===== config.mk =====
export PLATFORM = sky130hd
export DESIGN_NAME = greedy_coin_change_top
export DESIGN_NICKNAME = d
export VERILOG_FILES = /design/src/sv/gcc_pkg.sv /design/src/sv/gcc_regs.sv /design/src/sv/gcc_dp.sv /design/src/sv/gcc_ctrl.sv /design/src/sv/greedy_coin_change_top.sv
export VERILOG_INCLUDE_DIRS = /design/src /design/src/sv
export SDC_FILE = /design/constraint.sdc
export NUM_CORES = 1
export LEC_CHECK = 0
export BUFFER_PORTS_ARGS = -buffer_cell sky130_fd_sc_hd__clkbuf_2
export CAP_MARGIN = 20
export CORE_MARGIN = 2
export CORE_UTILIZATION = 32
export CTS_CLUSTER_DIAMETER = 50
export DETAILED_ROUTE_END_ITERATION = 10
export SLEW_MARGIN = 20
export SYNTH_ARGS = -nofsm -noshare
export SYNTH_HDL_FRONTEND = slang
export SYNTH_SLANG_ARGS = --single-unit

===== constraint.sdc =====
create_clock -name clock -period 4.9 [get_ports clock]
set_input_delay 0 -clock clock [delete_from_list [all_inputs] [get_ports clock]]
set_output_delay 0 -clock clock [all_outputs]
set_load 0.1 [all_outputs]

===== src/sv/greedy_coin_change_top_defines.svh =====
// Assertion helpers, clocked on clock and disabled during reset.
`ifndef GREEDY_COIN_CHANGE_TOP_DEFINES_SVH
`define GREEDY_COIN_CHANGE_TOP_DEFINES_SVH

`define GCC_ASSERT_NOW(lbl, ante, cons, msg) \
   lbl: assert property (@(posedge clock) disable iff (reset) (ante) |-> (cons)) \
      else $error(msg);

`define GCC_ASSERT_NEXT(lbl, ante, cons, msg) \
   lbl: assert property (@(posedge clock) disable iff (reset) (ante) |=> (cons)) \
      else $error(msg);

`endif


===== src/sv/gcc_pkg.sv =====
`default_nettype none

package gcc_pkg;

   localparam int CFG_BITS           = 16;
   localparam int CSR_INDEX_BITS     = 3;
   localparam int TYPES_BITS         = 3;
   localparam int COIN_REGS          = 5;
   localparam int NUM_TYPES_DEFAULT  = 5;
   localparam int VALUE_BITS_DEFAULT = 16;

   localparam logic [CSR_INDEX_BITS-1:0] CSR_TYPES_USED = 3'd5;
   localparam logic [TYPES_BITS-1:0]     TYPES_RESET    = 3'd5;

   typedef logic [CFG_BITS-1:0] cfg_word_type;

   typedef struct packed {
      logic load;
      logic sort_step;
      logic skip;
      logic div_start;
      logic div_step;
      logic commit;
      logic finish;
   } cmd_type;

   typedef struct packed {
      logic sort_last;
      logic scan_end;
      logic fits;
      logic div_last;
      logic pend_valid;
      logic out_free;
   } status_type;

   function automatic cfg_word_type coin_reset(input int idx);
      cfg_word_type v;
      v = '0;
      unique case (idx)
         0:       v = 16'd10;
         1:       v = 16'd50;
         2:       v = 16'd5;
         3:       v = 16'd2;
         4:       v = 16'd1;
         default: v = '0;
      endcase
      return v;
   endfunction

endpackage

`default_nettype wire


===== src/sv/gcc_regs.sv =====
`default_nettype none

module gcc_regs (
   input  wire logic                                  clock,
   input  wire logic                                  reset,
   input  wire logic                                  csr_valid,
   output logic                                       csr_ready,
   input  wire logic [gcc_pkg::CSR_INDEX_BITS-1:0]    csr_index,
   input  wire logic [gcc_pkg::CFG_BITS-1:0]          csr_wdata,
   output gcc_pkg::cfg_word_type                      coin_values [gcc_pkg::COIN_REGS],
   output logic [gcc_pkg::TYPES_BITS-1:0]             types_used
);

   gcc_pkg::cfg_word_type                coin_ff [gcc_pkg::COIN_REGS];
   logic [gcc_pkg::TYPES_BITS-1:0]       types_ff;
   logic                                 wr;

   assign csr_ready = 1'b1;
   assign wr        = csr_valid && csr_ready;

   always_ff @(posedge clock) begin
      if (reset) begin
         for (int i = 0; i < gcc_pkg::COIN_REGS; i++) begin
            coin_ff[i] <= gcc_pkg::coin_reset(i);
         end
         types_ff <= gcc_pkg::TYPES_RESET;
      end else if (wr) begin
         for (int i = 0; i < gcc_pkg::COIN_REGS; i++) begin
            if (csr_index == gcc_pkg::CSR_INDEX_BITS'(i)) begin
               coin_ff[i] <= csr_wdata;
            end
         end
         if (csr_index == gcc_pkg::CSR_TYPES_USED) begin
            types_ff <= csr_wdata[gcc_pkg::TYPES_BITS-1:0];
         end
      end
   end

   assign coin_values = coin_ff;
   assign types_used  = types_ff;

endmodule

`default_nettype wire


===== src/sv/gcc_dp.sv =====
`default_nettype none

module gcc_dp #(
   parameter int NUM_TYPES  = gcc_pkg::NUM_TYPES_DEFAULT,
   parameter int VALUE_BITS = gcc_pkg::VALUE_BITS_DEFAULT
) (
   input  wire logic                              clock,
   input  wire logic                              reset,
   input  wire gcc_pkg::cmd_type                  cmd,
   output gcc_pkg::status_type                    status,
   input  wire gcc_pkg::cfg_word_type             coin_values [gcc_pkg::COIN_REGS],
   input  wire logic [gcc_pkg::TYPES_BITS-1:0]    types_used,
   input  wire logic [VALUE_BITS-1:0]             req_amount,
   output logic                                   rsp_valid,
   input  wire logic                              rsp_ready,
   output logic [VALUE_BITS-1:0]                  rsp_coin_value,
   output logic [VALUE_BITS-1:0]                  rsp_coin_count,
   output logic [VALUE_BITS-1:0]                  rsp_remainder,
   output logic                                   rsp_success,
   output logic                                   rsp_last
);

   localparam int RW = (NUM_TYPES > 1) ? $clog2(NUM_TYPES) : 1;
   localparam int IW = $clog2(NUM_TYPES + 1);
   localparam int CW = $clog2(VALUE_BITS);

   logic [VALUE_BITS-1:0] rank_ff [NUM_TYPES];
   logic [VALUE_BITS-1:0] rank_in [NUM_TYPES];
   logic [VALUE_BITS-1:0] rank_swp [NUM_TYPES];
   logic [RW-1:0]         phase_ff, phase_in;
   logic [IW-1:0]         idx_ff, idx_in;
   logic [VALUE_BITS-1:0] left_ff, left_in;
   logic [VALUE_BITS-1:0] quot_ff, quot_in;
   logic [VALUE_BITS-1:0] rem_ff, rem_in;
   logic [CW-1:0]         cnt_ff, cnt_in;
   logic                  pend_valid_ff, pend_valid_in;
   logic [VALUE_BITS-1:0] pend_value_ff, pend_value_in;
   logic [VALUE_BITS-1:0] pend_count_ff, pend_count_in;
   logic                  rsp_valid_ff, rsp_valid_in;
   logic [VALUE_BITS-1:0] rsp_value_ff, rsp_value_in;
   logic [VALUE_BITS-1:0] rsp_count_ff, rsp_count_in;
   logic [VALUE_BITS-1:0] rsp_rem_ff, rsp_rem_in;
   logic                  rsp_success_ff, rsp_success_in;
   logic                  rsp_last_ff, rsp_last_in;

   logic [VALUE_BITS-1:0] cur_rank;
   logic [VALUE_BITS:0]   trial;
   logic                  trial_ge;
   logic                  out_free;

   assign cur_rank = rank_ff[idx_ff[RW-1:0]];
   assign trial    = {rem_ff, quot_ff[VALUE_BITS-1]};
   assign trial_ge = trial >= {1'b0, cur_rank};
   assign out_free = !rsp_valid_ff || rsp_ready;

   always_comb begin
      rank_swp = rank_ff;
      for (int i = 0; i < NUM_TYPES - 1; i++) begin
         if (i[0] == phase_ff[0] && rank_ff[i] < rank_ff[i+1]) begin
            rank_swp[i]   = rank_ff[i+1];
            rank_swp[i+1] = rank_ff[i];
         end
      end
   end

   always_comb begin
      rank_in        = rank_ff;
      phase_in       = phase_ff;
      idx_in         = idx_ff;
      left_in        = left_ff;
      quot_in        = quot_ff;
      rem_in         = rem_ff;
      cnt_in         = cnt_ff;
      pend_valid_in  = pend_valid_ff;
      pend_value_in  = pend_value_ff;
      pend_count_in  = pend_count_ff;
      rsp_valid_in   = rsp_valid_ff && !rsp_ready;
      rsp_value_in   = rsp_value_ff;
      rsp_count_in   = rsp_count_ff;
      rsp_rem_in     = rsp_rem_ff;
      rsp_success_in = rsp_success_ff;
      rsp_last_in    = rsp_last_ff;

      if (cmd.load) begin
         for (int i = 0; i < NUM_TYPES; i++) begin
            rank_in[i] = (types_used > gcc_pkg::TYPES_BITS'(i)) ?
                         VALUE_BITS'(coin_values[i]) : '0;
         end
         phase_in = '0;
         idx_in   = '0;
         left_in  = req_amount;
      end

      if (cmd.sort_step) begin
         rank_in  = rank_swp;
         phase_in = phase_ff + RW'(1);
      end

      if (cmd.skip) begin
         idx_in = idx_ff + IW'(1);
      end

      if (cmd.div_start) begin
         quot_in = left_ff;
         rem_in  = '0;
         cnt_in  = CW'(VALUE_BITS - 1);
      end

      if (cmd.div_step) begin
         rem_in  = trial_ge ? VALUE_BITS'(trial - {1'b0, cur_rank}) : trial[VALUE_BITS-1:0];
         quot_in = {quot_ff[VALUE_BITS-2:0], trial_ge};
         cnt_in  = cnt_ff - CW'(1);
      end

      if (cmd.commit) begin
         if (pend_valid_ff) begin
            rsp_valid_in   = 1'b1;
            rsp_value_in   = pend_value_ff;
            rsp_count_in   = pend_count_ff;
            rsp_rem_in     = '0;
            rsp_success_in = 1'b0;
            rsp_last_in    = 1'b0;
         end
         pend_valid_in = 1'b1;
         pend_value_in = cur_rank;
         pend_count_in = quot_ff;
         left_in       = rem_ff;
         idx_in        = idx_ff + IW'(1);
      end

      if (cmd.finish) begin
         rsp_valid_in   = 1'b1;
         rsp_value_in   = pend_valid_ff ? pend_value_ff : '0;
         rsp_count_in   = pend_valid_ff ? pend_count_ff : '0;
         rsp_rem_in     = left_ff;
         rsp_success_in = left_ff == '0;
         rsp_last_in    = 1'b1;
         pend_valid_in  = 1'b0;
      end
   end

   always_ff @(posedge clock) begin
      if (reset) begin
         pend_valid_ff <= 1'b0;
         rsp_valid_ff  <= 1'b0;
      end else begin
         pend_valid_ff <= pend_valid_in;
         rsp_valid_ff  <= rsp_valid_in;
      end
   end

   always_ff @(posedge clock) begin
      rank_ff        <= rank_in;
      phase_ff       <= phase_in;
      idx_ff         <= idx_in;
      left_ff        <= left_in;
      quot_ff        <= quot_in;
      rem_ff         <= rem_in;
      cnt_ff         <= cnt_in;
      pend_value_ff  <= pend_value_in;
      pend_count_ff  <= pend_count_in;
      rsp_value_ff   <= rsp_value_in;
      rsp_count_ff   <= rsp_count_in;
      rsp_rem_ff     <= rsp_rem_in;
      rsp_success_ff <= rsp_success_in;
      rsp_last_ff    <= rsp_last_in;
   end

   always_comb begin
      status            = '0;
      status.sort_last  = phase_ff == RW'(NUM_TYPES - 1);
      status.scan_end   = idx_ff == IW'(NUM_TYPES);
      status.fits       = (cur_rank != '0) && (left_ff >= cur_rank);
      status.div_last   = cnt_ff == '0;
      status.pend_valid = pend_valid_ff;
      status.out_free   = out_free;
   end

   assign rsp_valid      = rsp_valid_ff;
   assign rsp_coin_value = rsp_value_ff;
   assign rsp_coin_count = rsp_count_ff;
   assign rsp_remainder  = rsp_rem_ff;
   assign rsp_success    = rsp_success_ff;
   assign rsp_last       = rsp_last_ff;

endmodule

`default_nettype wire


===== src/sv/gcc_ctrl.sv =====
`default_nettype none

`include "greedy_coin_change_top_defines.svh"

module gcc_ctrl (
   input  wire logic                  clock,
   input  wire logic                  reset,
   input  wire logic                  req_valid,
   output logic                       req_ready,
   input  wire gcc_pkg::status_type   status,
   output gcc_pkg::cmd_type           cmd
);

   localparam logic [2:0] S_IDLE   = 3'd0;
   localparam logic [2:0] S_SORT   = 3'd1;
   localparam logic [2:0] S_SCAN   = 3'd2;
   localparam logic [2:0] S_DIV    = 3'd3;
   localparam logic [2:0] S_COMMIT = 3'd4;
   localparam logic [2:0] S_FINAL  = 3'd5;

   logic [2:0] state_ff, state_in;

   assign req_ready = state_ff == S_IDLE;

   always_comb begin
      state_in = state_ff;
      cmd      = '0;
      unique case (state_ff)
         S_IDLE: begin
            if (req_valid) begin
               cmd.load = 1'b1;
               state_in = S_SORT;
            end
         end
         S_SORT: begin
            cmd.sort_step = 1'b1;
            if (status.sort_last) begin
               state_in = S_SCAN;
            end
         end
         S_SCAN: begin
            if (status.scan_end) begin
               state_in = S_FINAL;
            end else if (status.fits) begin
               cmd.div_start = 1'b1;
               state_in      = S_DIV;
            end else begin
               cmd.skip = 1'b1;
            end
         end
         S_DIV: begin
            cmd.div_step = 1'b1;
            if (status.div_last) begin
               state_in = S_COMMIT;
            end
         end
         S_COMMIT: begin
            if (!status.pend_valid || status.out_free) begin
               cmd.commit = 1'b1;
               state_in   = S_SCAN;
            end
         end
         S_FINAL: begin
            if (status.out_free) begin
               cmd.finish = 1'b1;
               state_in   = S_IDLE;
            end
         end
         default: begin
            state_in = S_IDLE;
         end
      endcase
   end

   always_ff @(posedge clock) begin
      if (reset) begin
         state_ff <= S_IDLE;
      end else begin
         state_ff <= state_in;
      end
   end

   `GCC_ASSERT_NOW(a_idle_no_pend, state_ff == S_IDLE, !status.pend_valid, "pending beat left in idle")
   `GCC_ASSERT_NOW(a_commit_free, cmd.commit && status.pend_valid, status.out_free, "commit overwrites output")
   `GCC_ASSERT_NOW(a_finish_free, cmd.finish, status.out_free, "final beat overwrites output")
   `GCC_ASSERT_NEXT(a_div_exit, state_ff == S_DIV, state_ff == S_DIV || state_ff == S_COMMIT, "divide left early")

endmodule

`default_nettype wire


===== src/sv/greedy_coin_change_top.sv =====
// Greedy coin change. Each amount beat is split over the active denominations, largest first;
// one result beat leaves per denomination that contributes a coin, and the final beat (last set)
// carries the remainder and success flag. One amount is handled at a time: acceptance, odd-even
// ranking, a scan over the denominations that closes once past the last one, plus, for each
// denomination that fits, a division on the shared restoring divider and a commit, then a final
// step. Commit and final steps wait while the result channel stalls. A finished result waits
// in the output register while the next amount is accepted. Configuration writes take effect on
// the next amount.
`default_nettype none

module greedy_coin_change_top #(
   parameter int NUM_TYPES  = gcc_pkg::NUM_TYPES_DEFAULT,
   parameter int VALUE_BITS = gcc_pkg::VALUE_BITS_DEFAULT
) (
   input  wire logic                               clock,
   input  wire logic                               reset,
   input  wire logic                               req_valid,
   output logic                                    req_ready,
   input  wire logic [VALUE_BITS-1:0]              req_amount,
   output logic                                    rsp_valid,
   input  wire logic                               rsp_ready,
   output logic [VALUE_BITS-1:0]                   rsp_coin_value,
   output logic [VALUE_BITS-1:0]                   rsp_coin_count,
   output logic [VALUE_BITS-1:0]                   rsp_remainder,
   output logic                                    rsp_success,
   output logic                                    rsp_last,
   input  wire logic                               csr_valid,
   output logic                                    csr_ready,
   input  wire logic [gcc_pkg::CSR_INDEX_BITS-1:0] csr_index,
   input  wire logic [gcc_pkg::CFG_BITS-1:0]       csr_wdata
);

   gcc_pkg::cfg_word_type              coin_values [gcc_pkg::COIN_REGS];
   logic [gcc_pkg::TYPES_BITS-1:0]     types_used;
   gcc_pkg::cmd_type                   cmd;
   gcc_pkg::status_type                status;

   gcc_regs u_regs (
      .clock       (clock),
      .reset       (reset),
      .csr_valid   (csr_valid),
      .csr_ready   (csr_ready),
      .csr_index   (csr_index),
      .csr_wdata   (csr_wdata),
      .coin_values (coin_values),
      .types_used  (types_used)
   );

   gcc_ctrl u_ctrl (
      .clock     (clock),
      .reset     (reset),
      .req_valid (req_valid),
      .req_ready (req_ready),
      .status    (status),
      .cmd       (cmd)
   );

   gcc_dp #(
      .NUM_TYPES  (NUM_TYPES),
      .VALUE_BITS (VALUE_BITS)
   ) u_dp (
      .clock          (clock),
      .reset          (reset),
      .cmd            (cmd),
      .status         (status),
      .coin_values    (coin_values),
      .types_used     (types_used),
      .req_amount     (req_amount),
      .rsp_valid      (rsp_valid),
      .rsp_ready      (rsp_ready),
      .rsp_coin_value (rsp_coin_value),
      .rsp_coin_count (rsp_coin_count),
      .rsp_remainder  (rsp_remainder),
      .rsp_success    (rsp_success),
      .rsp_last       (rsp_last)
   );

endmodule

`default_nettype wire


# Word level (Yosys, flattened, before mapping)

Cells that the tools add are included.

$lt $le $gt $ge: 12
Equality and inequality tests: 23
Reduce and logical (&&, ||, !) cells: 37
Multiplexer cells: 64
$add $sub $neg: 4
Bitwise operators: 2

Operators by type and width:

| operator            | number |
|---|---|
| $mux 16             | 25 |
| $mux 80             | 2 |
| $mux 32             | 4 |
| $lt 16x16->1        | 4 |
| $bmux 16 s3         | 1 |
| $mux 3              | 11 |
| $reduce_and 2->1    | 13 |
| $eq 3x3->1 const B  | 6 |
| $pmux 3 s6          | 1 |
| $ge 17x16->1        | 1 |
| $ge 16x16->1        | 1 |
| $logic_not 16->1    | 1 |
| $mux 1              | 16 |
| $reduce_bool 16->1  | 1 |
| $sub 16x16->16      | 1 |
| $eq 3x2->1 const B  | 4 |
| $reduce_bool 2->1   | 5 |
| $ne 3x1->1 const B  | 3 |
| $mux 4              | 2 |
| $ne 2x1->1 const B  | 4 |
| $add 3x1->3 const B | 2 |
| $eq 3x1->1 const B  | 2 |
| $gt 3x1->1 const B  | 2 |
| $gt 3x2->1 const B  | 2 |
| 16 further kinds    | 28 |

Input bits: 40
Logic and storage cells: 169
Register bits: 308

# Depth between registers and ports, before layout

Gate-level depths: netlist (run 1).

Depth after elaboration: 11
Mapped depth: 15
Gate-level depth less buffers: 13

# Modules after synthesis

From an unflattened synthesis (run 1), not the netlist that was laid out.

Cell total of the unflattened synthesis: 1430
Area total of the unflattened synthesis: 16320.7 µm²

By module, submodules not included:

| module   | times used | area an instance (µm²) | cells an instance |
|---|---|---|---|
| gcc_dp   | 1          | 12649.6                | 1084 |
| gcc_regs | 1          | 3335.7                 | 305 |
| gcc_ctrl | 1          | 335.3                  | 41 |

# Worst setup path after synthesis (run 1)

Ideal clock, no wire load.

Path type: flip-flop to flip-flop
Start point: reg u_ctrl.state_ff[0]
End point: reg u_dp.rank_ff[16] (netlist bit) (enable)
Path buffers: 2
Setup time: 0.399 ns
Required time: 4.501 ns
Stages on the path, launching flop included: 6
Period minus slack after synthesis: 4.632 ns
Slack: 0.268 ns
Arrival: 4.233 ns
Cell sequence: dfxtp_1 clkbuf_1 clkbuf_1 nor3_1 a21oi_1 a41oi_1

Cells in the longest elaborated chain, start to end: 4

Ends and longest elaborated chain:

| what                        | line                         | source |
|---|---|---|
| start, declared             | gcc_ctrl.sv:21               | `logic [2:0] state_ff, state_in;` |
| start signal, assigned      | gcc_ctrl.sv:79               | `state_ff <= state_in;` |
| $logic_not 3->1             | --                           |  |
| net req_ready               | greedy_coin_change_top.sv:18 | `output logic req_ready,` |
| $mux 1                      | gcc_ctrl.sv:28               | `unique case (state_ff)` |
| $reduce_bool 2->1 (no line) | --                           |  |
| $reduce_and 2->1 (no line)  | --                           |  |
| end signal, assigned        | gcc_dp.sv:153                | `rank_ff <= rank_in;` |
| end, declared               | gcc_dp.sv:27                 | `logic [VALUE_BITS-1:0] rank_ff [NUM_TYPES];` |

The timed path passes the listed nets, and every way through them passes these cells.
A chain may end at the register's enable or synchronous reset.

# Worst setup path after layout (run 1)

Start point: reg u_dp.idx_ff[0]
End point: reg u_dp.rem_ff[7] (data pin)

Cells in the longest elaborated chain, start to end: 7

Ends and longest elaborated chain:

| what                                            | line                        | source |
|---|---|---|
| start, declared                                 | gcc_dp.sv:31                | `logic [IW-1:0] idx_ff, idx_in;` |
| start signal, assigned                          | gcc_dp.sv:155               | `idx_ff <= idx_in;` |
| $not 3->4 (not written as such) (*)             | gcc_dp.sv:51                | `assign cur_rank = rank_ff[idx_ff[RW-1:0]];` |
| $bmux 16 s3 (*)                                 | gcc_dp.sv:51                |  |
| $mux 16 (not written as such) (*) (2 in series) | gcc_dp.sv:51                |  |
| $sub 16x16->16 or $ge 17x16->1 (tied branches)  | gcc_dp.sv:110, gcc_dp.sv:53 |  |
| $mux 16 (*)                                     | gcc_dp.sv:110               | `rem_in = trial_ge ? VALUE_BITS'(trial - {1'b0, cur_rank}) : trial[VALUE_BITS-1:0];` |
| $mux 16 (*)                                     | gcc_dp.sv:109               | `if (cmd.div_step) begin` |
| end signal, assigned                            | gcc_dp.sv:158               | `rem_ff <= rem_in;` |
| end, declared                                   | gcc_dp.sv:34                | `logic [VALUE_BITS-1:0] rem_ff, rem_in;` |

Every way passes the cells marked *; elsewhere a longest branch is shown, timed or not. The select of a mux whose other input is x is not followed.

==> results of run 1 <==
==> power by group through the flow <==
stage / sequential, mW / combinational, mW / clock (mW)
5_1_grt: 4.42 / 5.47 / 2.94
6_report: 4.41 / 4.91 / 2.79
3_5_place_dp: 4.42 / 4.81 / 0
2_1_floorplan: 3.95 / 3.59 / 0
3_3_place_gp: 4.43 / 4.73 / 0
4_1_cts: 4.37 / 4.86 / 2.84
==> sequential cells by signal (all words and copies together) (netlist names), 3 cells and up <==
signal / cells
u_regs.types_used: 3
u_dp.cnt_ff: 4
u_dp.rsp_remainder: 16
u_dp.rsp_coin_count: 16
u_dp.pend_count_ff: 16
u_dp.rsp_coin_value: 16
u_dp.pend_value_ff: 16
u_regs.coin_values: 80
u_dp.rem_ff: 16
u_dp.left_ff: 16
u_dp.phase_ff: 3
u_ctrl.state_ff: 3
u_dp.rank_ff: 80
u_dp.idx_ff: 3
u_dp.quot_ff: 16
==> synth_stat cells (17+ instances only) <==
cell type	count	share of area
sky130_fd_sc_hd__nor3_1	32	0.0099
sky130_fd_sc_hd__edfxtp_1	219	0.41
sky130_fd_sc_hd__clkbuf_1	51	0.012
sky130_fd_sc_hd__and3_1	21	0.0082
sky130_fd_sc_hd__ha_1	97	0.075
sky130_fd_sc_hd__dfxtp_1	89	0.11
sky130_fd_sc_hd__a22o_1	17	0.0092
sky130_fd_sc_hd__a21oi_1	130	0.040
sky130_fd_sc_hd__nand3_1	24	0.0075
sky130_fd_sc_hd__nor2b_1	47	0.018
sky130_fd_sc_hd__a21o_1	33	0.015
sky130_fd_sc_hd__nor2_1	61	0.014
sky130_fd_sc_hd__a221o_1	47	0.029
sky130_fd_sc_hd__inv_1	94	0.022
sky130_fd_sc_hd__mux2i_1	45	0.028
sky130_fd_sc_hd__and2_1	33	0.013
sky130_fd_sc_hd__nand2_1	318	0.074
sky130_fd_sc_hd__o21ai_0	54	0.017
sky130_fd_sc_hd__nand2b_1	17	0.0066
==> worst max path at each step <==
| stage | cells after the start | slack, ns | to |
|---|---|---|---|
| 6_report | 12 | 0.92 | u_dp.rem_ff[7] |
| 3_5_place_dp | 12 | 1.03 | u_dp.rem_ff[10] |
| 5_1_grt | 12 | 0.55 | u_dp.rem_ff[7] |
| 4_1_cts | 12 | 1.00 | u_dp.rem_ff[10] |
| 2_1_floorplan | 5 | 0.27 | u_dp.rank_ff[16] |
| 3_3_place_gp | 12 | 1.13 | u_dp.rem_ff[6] |
==> cell type report <==
| cell class | count | area, um2 |
|---|---|---|
| clock inverter | 17 | 176 |
| sequential | 308 | 8360 |
| tap | 672 | 841 |
| multi-input combinational | 1114 | 7040 |
| fill | 4951 | 31100 |
| timing repair buffer | 156 | 1040 |
| inverter | 95 | 357 |
| clock buffer | 51 | 1060 |
==> logic make-up (layout without fill, tap and decap cells) <==
family / count (synthesis) / in the layout / share of synthesized area
buffers and inverters: 174 / 319 / 0.0459
AO/OA/AOI/OAI: 360 / 360 / 0.152
multiplexers: 45 / 45 / 0.0280
adder cells (fa/ha/maj): 98 / 98 / 0.0766
flip-flops: 308 / 308 / 0.519
other: 1 / 1 / 0.000233
AND/OR/NAND/NOR: 595 / 595 / 0.170
XOR/XNOR: 15 / 15 / 0.00815
==> worst min-delay path, cell delays in order <==
cell and delay, ns:
sky130_fd_sc_hd__clkbuf_2 0.11, sky130_fd_sc_hd__a21oi_1 0.17, sky130_fd_sc_hd__inv_1 0.18
==> per-stage QoR <==
step | area (um2) | util | hold slack [ns] | std cells
floorplan | 16100 | - | 0.123 | 1596
global placement | 17200 | 0.345 | 0.275 | 2305
detailed placement | 17200 | 0.345 | 0.276 | 2305
CTS | 18900 | 0.378 | 0.0281 | 2413
global route | 18900 | 0.378 | 0.0754 | 2413
finish | 18900 | 0.378 | 0.0643 | 2413
==> routing by layer <==
metal / up-vias / routed length, um
met4: 2 / 1980
met3: 114 / 3280
met5: - / 13
met1: 6023 / 22300
met2: 470 / 21100
li1: 5984 / -
==> run_summary.xml, run 1 <==
<?xml version="1.0" encoding="UTF-8"?>
<metrics>
  <group name="yosys">
    <metric name="synth_enable_flop_cells" unit="">219</metric>
    <metric name="synthDistinctLibCells" unit="">69</metric>
    <metric name="syn_area" unit="um2">16100</metric>
    <metric name="synth.ff_latch_count" unit="">308</metric>
    <metric name="postSynth.topFlopCell" unit="">sky130_fd_sc_hd__edfxtp_1</metric>
    <metric name="synth_area_per_inst" unit="um2">10.1</metric>
    <metric name="syn-instance-count" unit="">1596</metric>
    <metric name="yosys_warnings" unit="">0</metric>
    <metric name="yosysSeqAreaShare" unit="">0.519</metric>
    <metric name="synth_nets" unit="">1734</metric>
    <metric name="postSynth.asyncResetShare" unit="">0</metric>
  </group>
  <group name="power">
    <metric name="net-switching-power" unit="mW">5.06</metric>
    <metric name="leakagePower" unit="nW">7.48</metric>
    <metric name="switching_share" unit="">0.418</metric>
    <metric name="clockPowerShare" unit="">0.231</metric>
    <metric name="ir_worst_vdd" unit="V">0.000247</metric>
    <metric name="sequentialPowerShare" unit="">0.364</metric>
    <metric name="power_per_cell_area" unit="nW/um2">641</metric>
    <metric name="cellInternalPower" unit="mW">7.05</metric>
    <metric name="power.total" unit="mW">12.1</metric>
    <metric name="power.share.combinational" unit="">0.405</metric>
  </group>
  <group name="sta">
    <metric name="rsz_0062_raised_after_global_routing" unit="">no</metric>
    <metric name="setup_violations" unit="">0</metric>
    <metric name="final_critical_delay_including_setup_and_external_delays" unit="ns">3.98</metric>
    <metric name="timing.setup.tns" unit="ns">0</metric>
    <metric name="fmax" unit="MHz">251</metric>
    <metric name="finalClockSkew" unit="ns">0.0191</metric>
    <metric name="timing.final.ws_setup" unit="ns">0.919</metric>
    <metric name="max_slew_violations" unit="">0</metric>
    <metric name="max_slew.worst_pin.slew" unit="ns">1.08</metric>
    <metric name="post-route-period-util" unit="">0.813</metric>
    <metric name="relSlewSlack" unit="">0.274</metric>
    <metric name="hold_violations" unit="">0</metric>
  </group>
  <group name="cts">
    <metric name="path_clk_slew" unit="ns">0.06</metric>
    <metric name="clock_latency" unit="ns">0.55</metric>
    <metric name="tritoncts" unit="">built</metric>
    <metric name="clock_tree.htree_level_count" unit="">2</metric>
    <metric name="max-clock-path-buffers" unit="">3</metric>
    <metric name="postCtsHoldBufs" unit="">40</metric>
    <metric name="clock-sinks" unit="">308</metric>
    <metric name="post-cts-setup-buffer-count" unit="">0</metric>
    <metric name="clockRootBuffer" unit="">sky130_fd_sc_hd__clkbuf_16</metric>
    <metric name="cts_made_buffers" unit="">38</metric>
    <metric name="cts_resized" unit="">0</metric>
  </group>
  <group name="detailed_routing">
    <metric name="via_per_inst" unit="">5.22</metric>
    <metric name="firstDrtPassIters" unit="">7</metric>
    <metric name="detail_route.wl_per_cell" unit="um">20.2</metric>
    <metric name="drc" unit="">0</metric>
    <metric name="drt-total-wl" unit="um">48700</metric>
    <metric name="detailedRoute.firstIterationViolations" unit="">1104</metric>
    <metric name="route.vias.total" unit="">12593</metric>
    <metric name="postRouteAntennaNets" unit="">0</metric>
  </group>
  <group name="floorplanning">
    <metric name="fp.coreArea" unit="um2">50000</metric>
    <metric name="die_area" unit="um2">52200</metric>
    <metric name="top_level_ports" unit="">93</metric>
    <metric name="core.rowCount" unit="">82</metric>
    <metric name="die_height" unit="um">228</metric>
    <metric name="die_width" unit="um">228</metric>
    <metric name="floorplan.initialDensity" unit="">0.322</metric>
  </group>
  <group name="grt">
    <metric name="gr_peak_layer" unit="">met2</metric>
    <metric name="grt_first_pass_wirelength" unit="um">73900</metric>
    <metric name="grt-ovfl-total" unit="">0</metric>
    <metric name="grt_util_met2" unit="">0.278</metric>
    <metric name="groute.layer.met3.usage" unit="">0.0344</metric>
    <metric name="largest_net_degree_at_the_start_of_global_routing" unit="">79</metric>
    <metric name="track_usage" unit="">0.184</metric>
    <metric name="first_global_vias" unit="">12050</metric>
    <metric name="number_of_antenna_violations_at_the_first_check_in_global_routing" unit="">1</metric>
    <metric name="grt_util_met1" unit="">0.257</metric>
  </group>
  <group name="worst_hold_path">
    <metric name="min_path_cells" unit="">3</metric>
    <metric name="timing.hold.worst.start" unit="">req_valid</metric>
    <metric name="holdPathEnd" unit="">u_dp.phase_ff[1]</metric>
    <metric name="worst_hold_path_type" unit="">primary input to flop</metric>
  </group>
  <group name="worst_setup_path">
    <metric name="critical_path_arrival" unit="ns">4.26</metric>
    <metric name="crit_buf_inv" unit="">1</metric>
    <metric name="cpPeakStageDelay" unit="ns">0.71</metric>
    <metric name="timing.critical_path.to_type" unit="">flop</metric>
    <metric name="reg2reg_setup_slack" unit="ns">0.92</metric>
    <metric name="crit_path_start_kind" unit="">flop</metric>
    <metric name="critPathSlowestCell" unit="">sky130_fd_sc_hd__edfxtp_1</metric>
    <metric name="critical-path-top-cell-by-count" unit="">sky130_fd_sc_hd__a21oi_1</metric>
    <metric name="rr_worst_depth" unit="">12</metric>
    <metric name="cp_cell_sequence" unit="">buf_4 &gt; mux2i_1 &gt; o22ai_1 &gt; a21oi_1 &gt; ha_1 &gt; a21oi_1 &gt; a21oi_1 &gt; o21ai_2 &gt; o2111ai_2 &gt; nand2_4 &gt; mux2i_1 &gt; nor2_1</metric>
    <metric name="worst-setup-path-type" unit="">flop to flop</metric>
    <metric name="timing.rr.end" unit="">u_dp.rem_ff[7]</metric>
    <metric name="startpoint_of_the_most_critical_register_to_register_path" unit="">u_dp.idx_ff[0]</metric>
    <metric name="cp.required" unit="ns">5.17</metric>
    <metric name="path_delay_family" unit="">compound AO/OA/AOI/OAI gates</metric>
    <metric name="critPathLaunch" unit="">u_dp.idx_ff[0]</metric>
    <metric name="crit_path_max_fanout" unit="">19</metric>
  </group>
  <group name="run_status">
    <metric name="status" unit="">completed</metric>
  </group>
  <group name="final_layout">
    <metric name="antenna_cells" unit="">0</metric>
    <metric name="mostFrequentLayoutCells" unit="">317 x sky130_fd_sc_hd__nand2_1, 219 x sky130_fd_sc_hd__edfxtp_1, 130 x sky130_fd_sc_hd__a21oi_1, 97 x sky130_fd_sc_hd__ha_1, 94 x sky130_fd_sc_hd__inv_1</metric>
    <metric name="layout_cell_share_with_drive_strength_beyond_1" unit="">0.113</metric>
    <metric name="fin_nets" unit="">1851</metric>
    <metric name="final_common_cell" unit="">sky130_fd_sc_hd__nand2_1</metric>
    <metric name="area_growth" unit="%">17.2</metric>
  </group>
  <group name="placement">
    <metric name="placement.io_buffers" unit="">91</metric>
    <metric name="place_worst_setup_slack" unit="ns">1.03</metric>
    <metric name="place_hpwl" unit="um">35300</metric>
    <metric name="globalplace.congestion" unit="">0.971</metric>
  </group>
  <group name="flow_run">
    <metric name="cap_violations" unit="">0</metric>
  </group>
</metrics>
Power figures use the tool's default switching activity.
==> inputs of run 2 (changes only) <==
- ABC_AREA: unset -> 1
- clock period: 4.9 -> 3.3 ns (I/O delays scaled with it)
==> run 2 against run 1 <==
- routed wire length increased by 1.7%
- via count grew 7.4%
- clock-buffer cell count is 7 lower
- first-iteration DRC count is 6.3% lower
- core utilization grew 1.1 points
- sequential power is 44% higher
- die area up 0.24%
- largest power group unchanged
==> run_summary.xml, run 2 <==
<?xml version="1.0" encoding="UTF-8"?>
<metrics>
  <group name="cts">
    <metric name="clockRootBuffer" unit="">sky130_fd_sc_hd__clkbuf_16</metric>
    <metric name="max-clock-path-buffers" unit="">3</metric>
    <metric name="cts_made_buffers" unit="">38</metric>
    <metric name="clock_latency" unit="ns">0.54</metric>
    <metric name="clock-sinks" unit="">308</metric>
    <metric name="tritoncts" unit="">built</metric>
    <metric name="path_clk_slew" unit="ns">0.06</metric>
    <metric name="clock_tree.htree_level_count" unit="">2</metric>
  </group>
  <group name="floorplanning">
    <metric name="core.rowCount" unit="">82</metric>
    <metric name="die_area" unit="um2">52300</metric>
    <metric name="die_width" unit="um">229</metric>
    <metric name="die_height" unit="um">229</metric>
    <metric name="floorplan.initialDensity" unit="">0.323</metric>
    <metric name="top_level_ports" unit="">93</metric>
    <metric name="fp.coreArea" unit="um2">50000</metric>
  </group>
  <group name="final_layout">
    <metric name="layout_cell_share_with_drive_strength_beyond_1" unit="">0.137</metric>
    <metric name="fin_cells" unit="">2763</metric>
    <metric name="multiInputGateArea" unit="um2">6660</metric>
    <metric name="final_common_cell" unit="">sky130_fd_sc_hd__nand2_1</metric>
    <metric name="finish.instance_area" unit="um2">19400</metric>
    <metric name="num-fill-cells" unit="">5115</metric>
    <metric name="fin_nets" unit="">2199</metric>
    <metric name="layout.area.seq" unit="um2">8360</metric>
    <metric name="area_growth" unit="%">20.3</metric>
    <metric name="mostFrequentLayoutCells" unit="">443 x sky130_fd_sc_hd__nand2_1, 249 x sky130_fd_sc_hd__nor2_1, 223 x sky130_fd_sc_hd__inv_1, 219 x sky130_fd_sc_hd__edfxtp_1, 155 x sky130_fd_sc_hd__nand3_1</metric>
  </group>
  <group name="yosys">
    <metric name="synthDistinctLibCells" unit="">47</metric>
    <metric name="yosys_warnings" unit="">0</metric>
    <metric name="yosysSeqAreaShare" unit="">0.517</metric>
    <metric name="postSynth.topFlopCell" unit="">sky130_fd_sc_hd__edfxtp_1</metric>
    <metric name="syn-instance-count" unit="">1900</metric>
    <metric name="synth_enable_flop_cells" unit="">219</metric>
    <metric name="postSynth.asyncResetShare" unit="">0</metric>
    <metric name="synth_nets" unit="">2038</metric>
    <metric name="yosys.cell_count.top_type" unit="">sky130_fd_sc_hd__nand2_1</metric>
    <metric name="synth_area_in_compound_gates" unit="">0.0876</metric>
    <metric name="synth.ff_latch_count" unit="">308</metric>
    <metric name="synth.largest_area_cell" unit="">sky130_fd_sc_hd__edfxtp_1</metric>
    <metric name="synthSimpleGateAreaFrac" unit="">0.237</metric>
    <metric name="synth_top_family_by_area" unit="">simple AND/OR/NAND/NOR gates</metric>
    <metric name="synth.area.top_cells" unit="">sky130_fd_sc_hd__edfxtp_1 41%, sky130_fd_sc_hd__dfxtp_1 11%, sky130_fd_sc_hd__nand2_1 10%</metric>
    <metric name="netlist_top_cells_count" unit="">445 x sky130_fd_sc_hd__nand2_1, 252 x sky130_fd_sc_hd__nor2_1, 225 x sky130_fd_sc_hd__inv_1</metric>
    <metric name="synth_top_area_frac" unit="">0.407</metric>
    <metric name="synth_fa_ha_area_frac" unit="">0.0764</metric>
    <metric name="syn_area" unit="um2">16200</metric>
    <metric name="mux_contribution_to_synthesized_area" unit="">0</metric>
    <metric name="synth_area_per_inst" unit="um2">8.50</metric>
    <metric name="post_synth_xor_area_fraction" unit="">0.00380</metric>
  </group>
  <group name="sta">
    <metric name="max_slew_violations" unit="">0</metric>
    <metric name="finalClockSkew" unit="ns">0.0244</metric>
    <metric name="rsz_0062_raised_after_global_routing" unit="">yes</metric>
    <metric name="timing.final.ws_setup" unit="ns">0.138</metric>
    <metric name="post-route-period-util" unit="">0.958</metric>
    <metric name="hold_violations" unit="">0</metric>
    <metric name="final_critical_delay_including_setup_and_external_delays" unit="ns">3.16</metric>
    <metric name="max_slew.worst_pin.slew" unit="ns">1.01</metric>
    <metric name="timing.setup.tns" unit="ns">0</metric>
    <metric name="setup_violations" unit="">0</metric>
    <metric name="fmax" unit="MHz">316</metric>
    <metric name="relSlewSlack" unit="">0.328</metric>
  </group>
  <group name="placement">
    <metric name="placement.io_buffers" unit="">91</metric>
    <metric name="placed_cell_area" unit="um2">17500</metric>
    <metric name="place_worst_setup_slack" unit="ns">-0.0575</metric>
    <metric name="placedCellCount" unit="">2636</metric>
    <metric name="place_hpwl" unit="um">36800</metric>
    <metric name="globalplace.congestion" unit="">0.945</metric>
  </group>
  <group name="detailed_routing">
    <metric name="route.vias.total" unit="">13520</metric>
    <metric name="drt-total-wl" unit="um">49600</metric>
    <metric name="postRouteAntennaNets" unit="">0</metric>
    <metric name="detailedRoute.firstIterationViolations" unit="">1034</metric>
    <metric name="via_per_inst" unit="">4.89</metric>
    <metric name="detail_route.wl_per_cell" unit="um">17.9</metric>
    <metric name="drc" unit="">0</metric>
    <metric name="firstDrtPassIters" unit="">7</metric>
  </group>
  <group name="grt">
    <metric name="first_global_vias" unit="">12970</metric>
    <metric name="grt-ovfl-total" unit="">0</metric>
    <metric name="track_usage" unit="">0.184</metric>
    <metric name="number_of_antenna_violations_at_the_first_check_in_global_routing" unit="">1</metric>
    <metric name="grt_first_pass_wirelength" unit="um">74800</metric>
    <metric name="largest_net_degree_at_the_start_of_global_routing" unit="">69</metric>
  </group>
  <group name="worst_setup_path">
    <metric name="startpoint_of_the_most_critical_register_to_register_path" unit="">u_dp.idx_ff[0]</metric>
    <metric name="reg2reg_setup_slack" unit="ns">0.14</metric>
    <metric name="crit_path_max_fanout" unit="">18</metric>
    <metric name="crit_path_start_kind" unit="">flop</metric>
    <metric name="cp.required" unit="ns">3.54</metric>
    <metric name="critical_path_arrival" unit="ns">3.41</metric>
    <metric name="timing.critical_path.to_type" unit="">flop</metric>
    <metric name="timing.rr.end" unit="">u_dp.quot_ff[5]</metric>
    <metric name="rr_worst_depth" unit="">18</metric>
    <metric name="critPathLaunch" unit="">u_dp.idx_ff[0]</metric>
    <metric name="endpoint" unit="">u_dp.quot_ff[5]</metric>
    <metric name="worst-setup-path-type" unit="">flop to flop</metric>
  </group>
  <group name="worst_hold_path">
    <metric name="worst_hold_path_type" unit="">primary input to flop</metric>
  </group>
  <group name="run_status">
    <metric name="status" unit="">completed</metric>
  </group>
  <group name="power">
    <metric name="leakagePower" unit="nW">8.58</metric>
    <metric name="ir_worst_vdd" unit="V">0.000374</metric>
    <metric name="power.total" unit="mW">19.1</metric>
    <metric name="power_per_cell_area" unit="nW/um2">985</metric>
  </group>
  <group name="flow_run">
    <metric name="cap_violations" unit="">0</metric>
  </group>
</metrics>
==> run 2: metal layers <==
metal	routed length (um)	vias to the layer above	global-route usage
met2	22500	491	0.297
met4	1780	0	0.0666
met3	3620	99	0.0351
met1	21700	6297	0.247
met5	0	-	0
li1	-	6633	-
==> run 2: critical path, cell delays in order, from the launching register on <==
cell                        delay (ns)
sky130_fd_sc_hd__edfxtp_1         0.35
sky130_fd_sc_hd__buf_4            0.19
sky130_fd_sc_hd__buf_6            0.13
sky130_fd_sc_hd__nor3_4           0.19
sky130_fd_sc_hd__buf_12           0.17
sky130_fd_sc_hd__nand2_1          0.11
sky130_fd_sc_hd__nand2_2          0.10
sky130_fd_sc_hd__inv_1            0.07
sky130_fd_sc_hd__ha_1             0.31
sky130_fd_sc_hd__nand2_1          0.06
sky130_fd_sc_hd__inv_1            0.06
sky130_fd_sc_hd__nand3_1          0.11
sky130_fd_sc_hd__nor3_2           0.18
sky130_fd_sc_hd__nand3_1          0.11
sky130_fd_sc_hd__nand3_1          0.11
sky130_fd_sc_hd__nand2_2          0.11
sky130_fd_sc_hd__o21ai_4          0.16
sky130_fd_sc_hd__buf_12           0.15
sky130_fd_sc_hd__clkbuf_16        0.19
==> run 2: stage by stage <==
step	util	hold slack (ns)
2_1_floorplan	-	0.0691
3_5_place_dp	0.351	0.215
3_3_place_gp	0.351	0.215
5_1_grt	0.389	0.291
4_1_cts	0.382	0.271
6_report	0.389	0.295
==> run 2: layout make-up <==
class / instances / share of cell area
well taps: 672 / 0.0433
clock inverters: 25 / 0.00889
diodes: 1 / 0.000129
inverters: 239 / 0.0466
repair buffers: 195 / 0.0762
flip-flops and latches: 308 / 0.430
clock buffers: 44 / 0.0517
multi-input cells: 1279 / 0.343
==> run 2: worst min-delay path by stage <==
stage | start | end | slack (ns) | cells past startpoint
6_report | req_amount[11] | u_dp.left_ff[11] | 0.30 | 4
3_3_place_gp | reset | u_dp.rsp_valid | 0.21 | 2
2_1_floorplan | reset | u_ctrl.state_ff[2] | 0.07 | 1
5_1_grt | req_amount[11] | u_dp.left_ff[11] | 0.29 | 4
3_5_place_dp | reset | u_ctrl.state_ff[2] | 0.21 | 2
4_1_cts | req_amount[11] | u_dp.left_ff[11] | 0.27 | 4
==> run 2: kinds of logic (layout without fill, tap and decap cells) <==
logic type,after synthesis,after routing
and+or+nand+nor,917,918
DFF,308,308
adders and majority gates,98,98
xor gates and xnor gates,7,7
AOI/OAI and AO/OA,255,255
other,1,2
buffers and inverters,314,503
==> run 2: timing repair <==
action,in CTS,in global routing
setup buffers,0,10
gates cloned,0,6
endpoints found under the setup margin,41,59
hold endpoints to repair,103,0
pin swaps,0,1
hold buffers,41,0
resized for setup,2,21
==> run 2: where the power goes <==
part | internal, mW | leakage, nW | switching [mW]
Clock | 2.22 | 0.574 | 1.72
Sequential | 5.38 | 2.82 | 0.952
Combinational | 3.08 | 5.19 | 5.77
==> inputs of run 3 (changes only) <==
- CORE_ASPECT_RATIO: unset -> 1.2
- MAX_ROUTING_LAYER: unset -> met4
==> run 3 against run 2 <==
- worst setup slack improved by 0.032 ns
- maximum frequency rose by 1.0%
- first-iteration DRC count fell by 10%
- core utilization barely moved
- combinational power rose by 0.8%
- largest power group unchanged
- worst hold slack got worse by 0.0034 ns
- critical path depth fell by 3
- sequential share of layout area fell by 0.17 points
- via count fell by 1.0%
- final area rose by 0.40%
- sequential power fell by 2%
- highest routed layer unchanged
- total power rose by 1.8%
==> run_summary.xml, run 3 (synthesis gave the netlist of run 2 again) <==
<?xml version="1.0" encoding="UTF-8"?>
<metrics>
  <group name="sta">
    <metric name="setup_violations" unit="">0</metric>
    <metric name="max_slew.worst_pin.slew" unit="ns">1.06</metric>
    <metric name="hold_violations" unit="">0</metric>
    <metric name="relSlewSlack" unit="">0.293</metric>
    <metric name="final_critical_delay_including_setup_and_external_delays" unit="ns">3.13</metric>
    <metric name="worst_hold_slack_across_all_endpoints" unit="ns">0.292</metric>
    <metric name="timing.final.ws_setup" unit="ns">0.170</metric>
    <metric name="post-route-period-util" unit="">0.948</metric>
    <metric name="finalClockSkew" unit="ns">0.0289</metric>
    <metric name="fmax" unit="MHz">320</metric>
    <metric name="max_slew_violations" unit="">0</metric>
  </group>
  <group name="flow_run">
    <metric name="cap_violations" unit="">0</metric>
  </group>
  <group name="cts">
    <metric name="tritoncts" unit="">built</metric>
    <metric name="cts_made_buffers" unit="">39</metric>
    <metric name="clock_latency" unit="ns">0.56</metric>
    <metric name="clock_tree.htree_level_count" unit="">2</metric>
    <metric name="path_clk_slew" unit="ns">0.06</metric>
    <metric name="clockRootBuffer" unit="">sky130_fd_sc_hd__clkbuf_16</metric>
    <metric name="clock-sinks" unit="">308</metric>
    <metric name="max-clock-path-buffers" unit="">3</metric>
  </group>
  <group name="worst_setup_path">
    <metric name="crit_path_start_kind" unit="">flop</metric>
    <metric name="critPathSlowestCell" unit="">sky130_fd_sc_hd__edfxtp_1</metric>
    <metric name="critical_path_arrival" unit="ns">3.42</metric>
    <metric name="cpPeakStageDelay" unit="ns">0.50</metric>
    <metric name="worst-setup-path-type" unit="">flop to flop</metric>
    <metric name="critical-path-top-cell-by-count" unit="">sky130_fd_sc_hd__nand2_1</metric>
    <metric name="cp.required" unit="ns">3.59</metric>
    <metric name="crit_path_max_fanout" unit="">13</metric>
    <metric name="timing.critical_path.to_type" unit="">flop</metric>
    <metric name="cp_cell_sequence" unit="">inv_2 &gt; buf_4 &gt; nand2_1 &gt; nand3_1 &gt; nand3_1 &gt; nand2_1 &gt; inv_1 &gt; ha_1 &gt; nand2_1 &gt; nor3_2 &gt; a311oi_2 &gt; nand2_4 &gt; nor2_2 &gt; buf_4 &gt; a21oi_1</metric>
  </group>
  <group name="placement">
    <metric name="place_hpwl" unit="um">37100</metric>
    <metric name="globalplace.congestion" unit="">0.957</metric>
    <metric name="placement.io_buffers" unit="">91</metric>
    <metric name="placed_cell_area" unit="um2">17600</metric>
    <metric name="placedCellCount" unit="">2621</metric>
    <metric name="place_worst_setup_slack" unit="ns">0.0118</metric>
  </group>
  <group name="detailed_routing">
    <metric name="drt-total-wl" unit="um">48700</metric>
    <metric name="postRouteAntennaNets" unit="">0</metric>
    <metric name="detailedRoute.firstIterationViolations" unit="">926</metric>
    <metric name="detail_route.wl_per_cell" unit="um">17.8</metric>
    <metric name="firstDrtPassIters" unit="">5</metric>
    <metric name="drc" unit="">0</metric>
    <metric name="via_per_inst" unit="">4.88</metric>
    <metric name="route.vias.total" unit="">13383</metric>
  </group>
  <group name="power">
    <metric name="leakagePower" unit="nW">8.66</metric>
    <metric name="ir_worst_vdd" unit="V">0.000414</metric>
    <metric name="power_per_cell_area" unit="nW/um2">998</metric>
  </group>
  <group name="final_layout">
    <metric name="finish.instance_area" unit="um2">19500</metric>
    <metric name="area_growth" unit="%">20.7</metric>
    <metric name="fin_cells" unit="">2740</metric>
    <metric name="layout_cell_share_with_drive_strength_beyond_1" unit="">0.142</metric>
    <metric name="antenna_cells" unit="">0</metric>
    <metric name="fin_nets" unit="">2204</metric>
    <metric name="mostFrequentLayoutCells" unit="">443 x sky130_fd_sc_hd__nand2_1, 250 x sky130_fd_sc_hd__nor2_1, 223 x sky130_fd_sc_hd__inv_1, 219 x sky130_fd_sc_hd__edfxtp_1, 154 x sky130_fd_sc_hd__nand3_1</metric>
    <metric name="final_common_cell" unit="">sky130_fd_sc_hd__nand2_1</metric>
  </group>
  <group name="grt">
    <metric name="track_usage" unit="">0.191</metric>
    <metric name="largest_net_degree_at_the_start_of_global_routing" unit="">69</metric>
    <metric name="grt-ovfl-total" unit="">0</metric>
    <metric name="grt_first_pass_wirelength" unit="um">75000</metric>
    <metric name="first_global_vias" unit="">13001</metric>
    <metric name="number_of_antenna_violations_at_the_first_check_in_global_routing" unit="">0</metric>
  </group>
  <group name="floorplanning">
    <metric name="die_area" unit="um2">52300</metric>
    <metric name="die_width" unit="um">209</metric>
    <metric name="top_level_ports" unit="">93</metric>
    <metric name="die_height" unit="um">250</metric>
    <metric name="floorplan.initialDensity" unit="">0.322</metric>
    <metric name="fp.coreArea" unit="um2">50100</metric>
    <metric name="core.rowCount" unit="">90</metric>
  </group>
  <group name="worst_hold_path">
    <metric name="worst_hold_path_type" unit="">primary input to flop</metric>
  </group>
  <group name="run_status">
    <metric name="status" unit="">completed</metric>
  </group>
</metrics>
## run 3: cell types whose count changed in the layout (fill, tap and decap cells not counted), moves of 2 or more
cell,delta
sky130_fd_sc_hd__clkinv_4,-3
sky130_fd_sc_hd__nor2_2,-2
sky130_fd_sc_hd__clkbuf_8,+2
sky130_fd_sc_hd__clkinv_1,-4
sky130_fd_sc_hd__inv_6,-2
sky130_fd_sc_hd__inv_2,+2
sky130_fd_sc_hd__buf_4,+8
## run 3: path summary, 6_finish.rpt
path                            slack [ns]                    end  depth (start not counted)       startpoint
worst min-delay path                  0.29         u_dp.rsp_valid                          3            reset
worst max register to register        0.17        u_dp.quot_ff[0]                         15   u_dp.idx_ff[0]
worst min register to register        0.45  u_dp.pend_count_ff[3]                          0  u_dp.quot_ff[3]
worst max-delay path                  0.17        u_dp.quot_ff[0]                         15   u_dp.idx_ff[0]
## run 3: area by class of cell
class	instances	area, um2
fillers	5062	30600
flip-flops and latches	308	8360
multi-input cells	1279	6680
repair buffers	199	1430
clock buffers	52	1180
inverters	239	900
well taps	644	806
clock inverters	19	151
## run 3: worst max-delay path, delay by kind of cell, from the launching register on
| kind | cells | cell delay (ns) |
|---|---|---|
| flops | 1 | 0.50 |
| simple gates | 8 | 0.98 |
| fa+ha+maj | 1 | 0.35 |
| compound gates | 2 | 0.41 |
| buf+inv | 4 | 0.63 |
## run 3: power by group
part	internal [mW]	leakage, nW	total, mW	switching [mW]
logic	3.07	5.19	8.92	5.84
clock network	2.63	0.655	4.34	1.71
registers	5.37	2.82	6.21	0.840
## run 3: routing by layer
metal  up-vias  track usage  part of all wire
li1       6635            -                 -
met1      6282        0.235              0.43
met2       372        0.316              0.48
met3        94       0.0246             0.050
met4         0       0.0794             0.041
met5         -            -                 0
## run 3: timing repair
item,CTS,global route
setup buffers,0,6
gates resized for setup,0,20
setup endpoints to repair,7,57
cloned,0,1
endpoints found under the hold margin,103,0
hold buffers,41,0
pin swaps,1,2
## run 3: metrics by stage
stage	util	power, mW	setup TNS [ns]
CTS	0.386	19.2	0
global route	0.389	20.8	-0.0349
finish	0.389	19.5	0
floorplan	-	11.7	0
global placement	0.351	14.7	0
detailed placement	0.351	14.8	0
